## src/sv/fme_pkg.sv

```systemverilog
`timescale 1ns / 1ps
// Shared types and constants of the fuzzy membership evaluator.
package fme_pkg;

    localparam int VALUE_BITS_DEF    = 16;
    localparam int FRACTION_BITS_DEF = 16;

    localparam int SHAPE_BITS     = 3;
    localparam int CFG_INDEX_BITS = 3;

    // Register indexes on the configuration port
    localparam logic [CFG_INDEX_BITS-1:0] CFG_SHAPE_KIND = 3'd0;
    localparam logic [CFG_INDEX_BITS-1:0] CFG_POINT_A    = 3'd1;
    localparam logic [CFG_INDEX_BITS-1:0] CFG_POINT_B    = 3'd2;
    localparam logic [CFG_INDEX_BITS-1:0] CFG_POINT_C    = 3'd3;
    localparam logic [CFG_INDEX_BITS-1:0] CFG_POINT_D    = 3'd4;

    typedef enum logic [SHAPE_BITS-1:0] {
        SHAPE_LEFT_SHOULDER  = 3'd0,
        SHAPE_RIGHT_SHOULDER = 3'd1,
        SHAPE_TRIANGLE       = 3'd2,
        SHAPE_TRAPEZOID      = 3'd3,
        SHAPE_INTERVAL       = 3'd4,
        SHAPE_SINGLETON      = 3'd5
    } shape_t;

    // Sideband that travels alongside each word in the divider pipeline
    typedef struct packed {
        logic valid;
        logic zero_span;
    } fme_side_t;

endpackage

```

## src/sv/fme_div_pipe.sv

```systemverilog
`timescale 1ns / 1ps
// Pipelined restoring divider: quot = num * 2^FRACTION_BITS / den, with num <= den.
module fme_div_pipe #(
    parameter int NUM_BITS      = fme_pkg::VALUE_BITS_DEF,
    parameter int FRACTION_BITS = fme_pkg::FRACTION_BITS_DEF
) (
    input  logic                    clk,
    input  logic                    rst_n,
    input  fme_pkg::fme_side_t      in_side,
    input  logic [NUM_BITS-1:0]     num,
    input  logic [NUM_BITS-1:0]     den,
    output fme_pkg::fme_side_t      out_side,
    output logic [FRACTION_BITS:0]  quot
);
    import fme_pkg::*;

    localparam int STAGES = FRACTION_BITS + 1;

    fme_side_t              side_reg [STAGES];
    logic [NUM_BITS-1:0]    rem_reg  [STAGES];
    logic [NUM_BITS-1:0]    den_reg  [STAGES];
    logic [FRACTION_BITS:0] quot_reg [STAGES];

    // Leading bit: num <= den, so the integer bit is set only when they match
    logic                ge_first;
    logic [NUM_BITS-1:0] rem_first_next;

    always_comb
    begin
        ge_first       = (num >= den);
        rem_first_next = ge_first ? (num - den) : num;
    end

    always_ff @(posedge clk or negedge rst_n)
    begin
        if (!rst_n)
        begin
            side_reg[0] <= '0;
        end
        else
        begin
            side_reg[0] <= in_side;
        end
    end

    always_ff @(posedge clk)
    begin
        rem_reg[0]  <= rem_first_next;
        den_reg[0]  <= den;
        quot_reg[0] <= {{FRACTION_BITS{1'b0}}, ge_first};
    end

    // One fraction bit per stage
    for (genvar k = 1; k < STAGES; k++)
    begin : g_stage
        logic [NUM_BITS:0]   rem_shift;
        logic                ge;
        logic [NUM_BITS:0]   rem_sub;
        logic [NUM_BITS-1:0] rem_next;

        always_comb
        begin
            rem_shift = {rem_reg[k-1], 1'b0};
            ge        = (rem_shift >= {1'b0, den_reg[k-1]});
            rem_sub   = rem_shift - {1'b0, den_reg[k-1]};
            rem_next  = ge ? rem_sub[NUM_BITS-1:0] : rem_shift[NUM_BITS-1:0];
        end

        always_ff @(posedge clk or negedge rst_n)
        begin
            if (!rst_n)
            begin
                side_reg[k] <= '0;
            end
            else
            begin
                side_reg[k] <= side_reg[k-1];
            end
        end

        always_ff @(posedge clk)
        begin
            rem_reg[k]  <= rem_next;
            den_reg[k]  <= den_reg[k-1];
            quot_reg[k] <= {quot_reg[k-1][FRACTION_BITS-1:0], ge};
        end
    end

    assign out_side = side_reg[STAGES-1];
    assign quot     = quot_reg[STAGES-1];

endmodule

```

## src/sv/fuzzy_membership_evaluator.sv

```systemverilog
`timescale 1ns / 1ps
// Top level of the fuzzy membership evaluator: registers, segment select, divider, output.
//
//  channel   ports                                    handshake
//  -------   --------------------------------------   -------------------------------
//  input     crisp_value                              start high, busy low at the edge
//  result    membership_degree, zero_span             done high for one cycle
//  config    cfg_index, cfg_wdata                     cfg_wr_en high at the edge
//
// A word enters on every cycle; busy stays low, since the pipeline never holds.
// The pipeline is one segment-select stage, FRACTION_BITS + 1 divider stages
// of one quotient bit each, and the output register.
// Reset clears the registers (shape left shoulder, all points zero) and every
// valid bit; words in flight are dropped. The receiver cannot stall, so a
// result is shown for exactly one cycle and nothing waits.
module fuzzy_membership_evaluator #(
    parameter int VALUE_BITS    = fme_pkg::VALUE_BITS_DEF,
    parameter int FRACTION_BITS = fme_pkg::FRACTION_BITS_DEF
) (
    input  logic                                  clk,
    input  logic                                  rst_n,
    // input word
    input  logic                                  start,
    output logic                                  busy,
    input  logic signed [VALUE_BITS-1:0]          crisp_value,
    // result word
    output logic                                  done,
    output logic [FRACTION_BITS:0]                membership_degree,
    output logic                                  zero_span,
    // configuration
    input  logic                                  cfg_wr_en,
    input  logic [fme_pkg::CFG_INDEX_BITS-1:0]    cfg_index,
    input  logic [VALUE_BITS-1:0]                 cfg_wdata
);
    import fme_pkg::*;

    localparam int LATENCY = FRACTION_BITS + 3;
    localparam logic [FRACTION_BITS:0] DEGREE_ONE = {1'b1, {FRACTION_BITS{1'b0}}};

    // ---------------------------------------------------------------
    // Configuration registers
    // ---------------------------------------------------------------
    shape_t                      shape_reg;
    logic signed [VALUE_BITS-1:0] point_a_reg;
    logic signed [VALUE_BITS-1:0] point_b_reg;
    logic signed [VALUE_BITS-1:0] point_c_reg;
    logic signed [VALUE_BITS-1:0] point_d_reg;

    always_ff @(posedge clk or negedge rst_n)
    begin
        if (!rst_n)
        begin
            shape_reg   <= SHAPE_LEFT_SHOULDER;
            point_a_reg <= '0;
            point_b_reg <= '0;
            point_c_reg <= '0;
            point_d_reg <= '0;
        end
        else if (cfg_wr_en)
        begin
            case (cfg_index)
                CFG_SHAPE_KIND: shape_reg   <= shape_t'(cfg_wdata[SHAPE_BITS-1:0]);
                CFG_POINT_A:    point_a_reg <= cfg_wdata;
                CFG_POINT_B:    point_b_reg <= cfg_wdata;
                CFG_POINT_C:    point_c_reg <= cfg_wdata;
                CFG_POINT_D:    point_d_reg <= cfg_wdata;
                default:        ;
            endcase
        end
    end

    // ---------------------------------------------------------------
    // Segment select: turn each case into a ratio num / den, with
    // num <= den and den > 0. A full degree becomes 1/1, a zero degree
    // 0/1, so every word takes the same path through the divider.
    // Differences are taken modulo 2^VALUE_BITS; wherever they are used
    // the true value is non-negative and fits.
    // ---------------------------------------------------------------
    logic                     accept;
    logic [VALUE_BITS-1:0]    num_next;
    logic [VALUE_BITS-1:0]    den_next;
    logic                     flag_next;

    localparam logic [VALUE_BITS-1:0] RATIO_ONE  = VALUE_BITS'(1);
    localparam logic [VALUE_BITS-1:0] RATIO_ZERO = '0;

    assign busy   = 1'b0;
    assign accept = start && !busy;

    always_comb
    begin
        num_next  = RATIO_ZERO;
        den_next  = RATIO_ONE;
        flag_next = 1'b0;
        case (shape_reg)
            SHAPE_LEFT_SHOULDER:
            begin
                if (crisp_value < point_a_reg)
                begin
                    num_next = RATIO_ONE;
                end
                else if (crisp_value > point_b_reg)
                begin
                    num_next = RATIO_ZERO;
                end
                else if (point_b_reg == point_a_reg)
                begin
                    flag_next = 1'b1;
                end
                else
                begin
                    num_next = point_b_reg - crisp_value;
                    den_next = point_b_reg - point_a_reg;
                end
            end
            SHAPE_RIGHT_SHOULDER:
            begin
                if (crisp_value > point_b_reg)
                begin
                    num_next = RATIO_ONE;
                end
                else if (crisp_value < point_a_reg)
                begin
                    num_next = RATIO_ZERO;
                end
                else if (point_b_reg == point_a_reg)
                begin
                    flag_next = 1'b1;
                end
                else
                begin
                    num_next = crisp_value - point_a_reg;
                    den_next = point_b_reg - point_a_reg;
                end
            end
            SHAPE_TRIANGLE:
            begin
                // rise from a to the peak c, fall from c to b
                if (crisp_value == point_c_reg)
                begin
                    num_next = RATIO_ONE;
                end
                else if (crisp_value < point_c_reg)
                begin
                    if (crisp_value > point_a_reg)
                    begin
                        num_next = crisp_value - point_a_reg;
                        den_next = point_c_reg - point_a_reg;
                    end
                end
                else if (crisp_value < point_b_reg)
                begin
                    num_next = point_b_reg - crisp_value;
                    den_next = point_b_reg - point_c_reg;
                end
            end
            SHAPE_TRAPEZOID:
            begin
                if (crisp_value < point_a_reg || crisp_value > point_d_reg)
                begin
                    num_next = RATIO_ZERO;
                end
                else if (crisp_value < point_b_reg)
                begin
                    num_next = crisp_value - point_a_reg;
                    den_next = point_b_reg - point_a_reg;
                end
                else if (crisp_value > point_c_reg)
                begin
                    num_next = point_d_reg - crisp_value;
                    den_next = point_d_reg - point_c_reg;
                end
                else
                begin
                    num_next = RATIO_ONE;
                end
            end
            SHAPE_INTERVAL:
            begin
                if (crisp_value > point_a_reg && crisp_value < point_b_reg)
                begin
                    num_next = RATIO_ONE;
                end
            end
            SHAPE_SINGLETON:
            begin
                if (crisp_value == point_a_reg)
                begin
                    num_next = RATIO_ONE;
                end
            end
            default:
            begin
                // unused shape codes grade everything as zero
                num_next = RATIO_ZERO;
            end
        endcase
    end

    // Hold the ratio for the divider
    fme_side_t             sel_side_reg;
    logic [VALUE_BITS-1:0] sel_num_reg;
    logic [VALUE_BITS-1:0] sel_den_reg;

    always_ff @(posedge clk or negedge rst_n)
    begin
        if (!rst_n)
        begin
            sel_side_reg <= '0;
        end
        else
        begin
            sel_side_reg.valid     <= accept;
            sel_side_reg.zero_span <= flag_next;
        end
    end

    always_ff @(posedge clk)
    begin
        sel_num_reg <= num_next;
        sel_den_reg <= den_next;
    end

    // ---------------------------------------------------------------
    // Divider: one quotient bit per stage
    // ---------------------------------------------------------------
    fme_side_t              div_side;
    logic [FRACTION_BITS:0] div_quot;

    fme_div_pipe #(
        .NUM_BITS      (VALUE_BITS),
        .FRACTION_BITS (FRACTION_BITS)
    ) u_div (
        .clk      (clk),
        .rst_n    (rst_n),
        .in_side  (sel_side_reg),
        .num      (sel_num_reg),
        .den      (sel_den_reg),
        .out_side (div_side),
        .quot     (div_quot)
    );

    // ---------------------------------------------------------------
    // Output register: registers each finished word and raises done for one cycle
    // ---------------------------------------------------------------
    logic                   done_reg;
    logic [FRACTION_BITS:0] degree_reg;
    logic                   zero_span_reg;

    always_ff @(posedge clk or negedge rst_n)
    begin
        if (!rst_n)
        begin
            done_reg <= 1'b0;
        end
        else
        begin
            done_reg <= div_side.valid;
        end
    end

    always_ff @(posedge clk)
    begin
        degree_reg    <= div_quot;
        zero_span_reg <= div_side.zero_span;
    end

    assign done              = done_reg;
    assign membership_degree = degree_reg;
    assign zero_span         = zero_span_reg;

    // ---------------------------------------------------------------
    // Assertions
    // ---------------------------------------------------------------
    a_zero_span_degree: assert property (
        @(posedge clk) disable iff (!rst_n)
        (done && zero_span) |-> (membership_degree == '0)
    ) else $error("zero span word carries a non-zero degree");

    a_degree_range: assert property (
        @(posedge clk) disable iff (!rst_n)
        done |-> (membership_degree <= DEGREE_ONE)
    ) else $error("degree above one");

    a_latency: assert property (
        @(posedge clk) disable iff (!rst_n)
        accept |-> ##LATENCY done
    ) else $error("accepted word did not come out after the pipeline latency");

    a_no_spurious: assert property (
        @(posedge clk) disable iff (!rst_n)
        done |-> $past(accept, LATENCY)
    ) else $error("result word without a matching accepted word");

endmodule

```

## config.mk

```make
export PLATFORM = sky130hd
export DESIGN_NAME = fuzzy_membership_evaluator
export DESIGN_NICKNAME = d
export VERILOG_FILES = /design/src/sv/fme_pkg.sv /design/src/sv/fme_div_pipe.sv /design/src/sv/fuzzy_membership_evaluator.sv
export SDC_FILE = /design/constraint.sdc
export NUM_CORES = 2
export LEC_CHECK = 0
export ABC_AREA = 1
export BUFFER_PORTS_ARGS = -buffer_cell sky130_fd_sc_hd__buf_2
export CAP_MARGIN = 40
export CORE_UTILIZATION = 55
export CTS_BUF_LIST = sky130_fd_sc_hd__clkbuf_16
export DETAILED_ROUTE_END_ITERATION = 7
export GPL_TIMING_DRIVEN = 0
export PLACE_DENSITY = 0.71
export SYNTH_ARGS = -nofsm -noshare
export SYNTH_HDL_FRONTEND = slang
export SYNTH_HIERARCHICAL = 1
export SYNTH_SLANG_ARGS = --single-unit
```

## constraint.sdc

```tcl
create_clock -name clk -period 4.17 [get_ports clk]
set_input_delay 0.417 -clock clk [delete_from_list [all_inputs] [get_ports clk]]
set_output_delay 0.417 -clock clk [all_outputs]
set_load 0.02 [all_outputs]
```

==> run_results.csv <==
group,metric,value,unit
synthesis,synth_ff_type,"dfxtp_1",
synthesis,synth_area,47100,um2
cts,cts_root_buffer,"clkbuf_16",
run_status,status,"finished, final reports clean",
timing,setup_viol_count_final,0,
timing,slew_violations,0,
timing,rsz0062_at_grt,"no",
worst_setup_path,crit_required,4.75,ns
worst_setup_path,critPathArrivalTime,4.11,ns
timing,worstMarginPinSlew,0.788,ns
detailed_routing,wl_per_cell,16.1,um
timing,slew_headroom,47.5,%
cts,clock_latency,0.68,ns
cts,path_clk_slew,0.06,ns
worst_setup_path,critPathMaxStageDelay,0.65,ns
synthesis,syn-num-nets,7225,
placed_design,gp_congestion,1.02,
worst_setup_path,crit_path_top_delay_cell,"o21ai_0",
cts,post_cts_buffers,0,
die,die_y,295,um
die,num_rows,107,
detailed_routing,routed_wirelength,130000,um
cts,cts_tree,"yes",
grt,grt_max_degree,61,
worst_setup_path,start_kind,"register",
detailed_routing,vias,41500,
die,die_x,295,um
die,core,85000,um2
grt,overflow,0,
detailed_routing,viasPerCell,5.10,
cts,cts_max_level,3,
synthesis,syn_area_per_cell,6.97,um2
synthesis,synth_cell_type_count,53,
worst_setup_path,crit_type,"register to register",
worst_setup_path,path_cells,"clkbuf_1 -> inv_1 -> ha_1 -> nand2_1 -> inv_1 -> nand3_1 -> nor2_1 -> nand2_1 -> nand2_1 -> nand2_1 -> nand2_1 -> buf_4 -> nand2_1 -> o21ai_0 -> nand2_1 -> nand3_1",
cts,cts_buffer_depth,3,
die,start_util,55.5,%
synthesis,ys_seq_area_share,35.9,%
final_layout,fin_nets,7370,
grt,antenna_found_initial,2,
synthesis,synth_edf_count,0,
detailed_routing,drt_iter0_markers,3002,
cts,clock-sinks,819,
placed_design,port_buffers,57,
grt,grt_pass1_wl,206000,um
grt,grt_pass1_vias,38900,
worst_setup_path,crit_top_cell,"nand2_1",
synthesis,synth_warnings,6,
detailed_routing,ant_nets,0,
flow_run,drv_cap,0,
placed_design,hpwl,105000,um
timing,finalHoldViolations,0,
timing,post-route-period-util,84.5,%
worst_setup_path,path_max_fanout,10,
die,io_pins,59,
cts,numCtsBuffers,83,
worst_setup_path,endpoint_kind,"register",
final_layout,fill_cells,7997,
detailed_routing,firstDrtPassIters,6,
detailed_routing,wl_met2,59600,um
synthesis,syn_inst,6768,
detailed_routing,wl_met1,55100,um
final_layout,syn_to_final_growth,9.53,%
timing,fin_skew,0.0328,ns
synthesis,synthArstFlopShare,12.7,%
die,die_area,86900,um2
final_layout,drive_gt1_share,6.82,%
timing,max_freq,284,MHz
timing,min_period,3.52,ns
timing,tns,0,ns
synthesis,synth_seq_cells,819,
detailed_routing,drc,0,
detailed_routing,wl_met3,8540,um
grt,grt_usage,30.2,%
min_path,hp-class,"primary input to register",
detailed_routing,routed.top_layer,"met4",
through the flow:
step                      hold WS, ns  setup slack (ns)  utilization (%)  cell area [um2]  std cells
after floorplan                 0.121              1.86                -            47100       6768
after global placement          0.310             0.787             57.5            48900       7969
after detailed placement        0.312             0.772             57.5            48900       7970
after CTS                      0.0885             0.765             60.7            51600       8128
after global routing            0.116             0.477             60.7            51600       8128
final                           0.117             0.645             60.7            51600       8129
layer usage:
layer / global-route usage, % / vias up
met1: 37.7 / 18500
met4: 16.4 / 0
met3: 4.32 / 349
li1: - / 21300
met5: 0 / -
met2: 50.2 / 1282
cell usage after synthesis (63+ instances only):
library cell / instances / share of area [%]
nand2_1: 2434 / 19
inv_1: 1110 / 8.8
dfxtp_1: 715 / 30
nand3_1: 456 / 4.8
ha_1: 395 / 10
nor2_1: 303 / 2.4
a21oi_1: 252 / 2.7
o21ai_0: 167 / 1.8
xor2_1: 108 / 2.0
dfrtp_1: 104 / 5.5
nand4_1: 89 / 1.2
nand3b_1: 73 / 1.2
xnor2_1: 69 / 1.3
nor2_2: 63 / 0.84
cells in the final DEF (no fill, tap or decap), types with 60 or more instances in the layout:
cell,count
a21oi_1,252
and2_1,60
buf_2,83
clkbuf_16,84
dfrtp_1,104
dfxtp_1,715
ha_1,395
inv_1,1116
nand2_1,2434
nand3_1,456
nand3b_1,73
nand4_1,89
nor2_1,303
nor2_2,63
o21ai_0,167
xnor2_1,69
xor2_1,108
what timing repair did:
action,4_1_cts,5_1_grt
gates resized for setup,0,0
setup endpoints to repair,0,0
hold buffers,2,0
hold endpoints to repair,60,0
cell type report:
class	count	area, um2	share of cell area (%)
Clock buffer	84	2100	4.07
Sequential cell	819	16900	32.8
Tap cell	1144	1430	2.77
Clock inverter	72	631	1.22
Inverter	1133	4280	8.29
Multi-Input combinational cell	4722	25300	48.9
Buffer	94	687	1.33
Timing Repair Buffer	60	328	0.635
Antenna cell	1	2.50	0.00485
worst max-delay path, delay by kind of cell (launching register included):
kind                     cells  cell delay (ns)
adder cells (fa/ha/maj)      1             0.33
AND/OR/NAND/NOR             10             1.25
AO/OA/AOI/OAI                1             0.65
flip-flops                   1             0.32
buffers and inverters        4             0.91
worst paths after layout:
kind	start	to	slack (ns)	depth (start not counted)
max	point_c_reg[15]	sel_den_reg[15]	0.65	16
min	cfg_wdata[0]	shape_reg[0]	0.12	3
max reg2reg	point_c_reg[15]	sel_den_reg[15]	0.65	16
min reg2reg	u_div/quot_reg[2][9]	membership_degree[9]	0.30	0
max in group asynchronous	rst_n	point_b_reg[14]	3.06	3
min in group asynchronous	rst_n	point_c_reg[14]	0.38	2
cell families after synthesis:
group / count (synthesis) / share of synthesized area (%)
AO/OA/AOI/OAI: 475 / 5.31
XOR/XNOR: 177 / 3.29
adder cells (fa/ha/maj): 418 / 11.5
buffers and inverters: 1227 / 10.5
flip-flops: 819 / 35.9
other: 1 / 0.00795
AND/OR/NAND/NOR: 3651 / 33.5
Power is left out: the tool's default activity adds up to more than one toggle a clock period on the data nets, which glitch-free logic cannot reach.
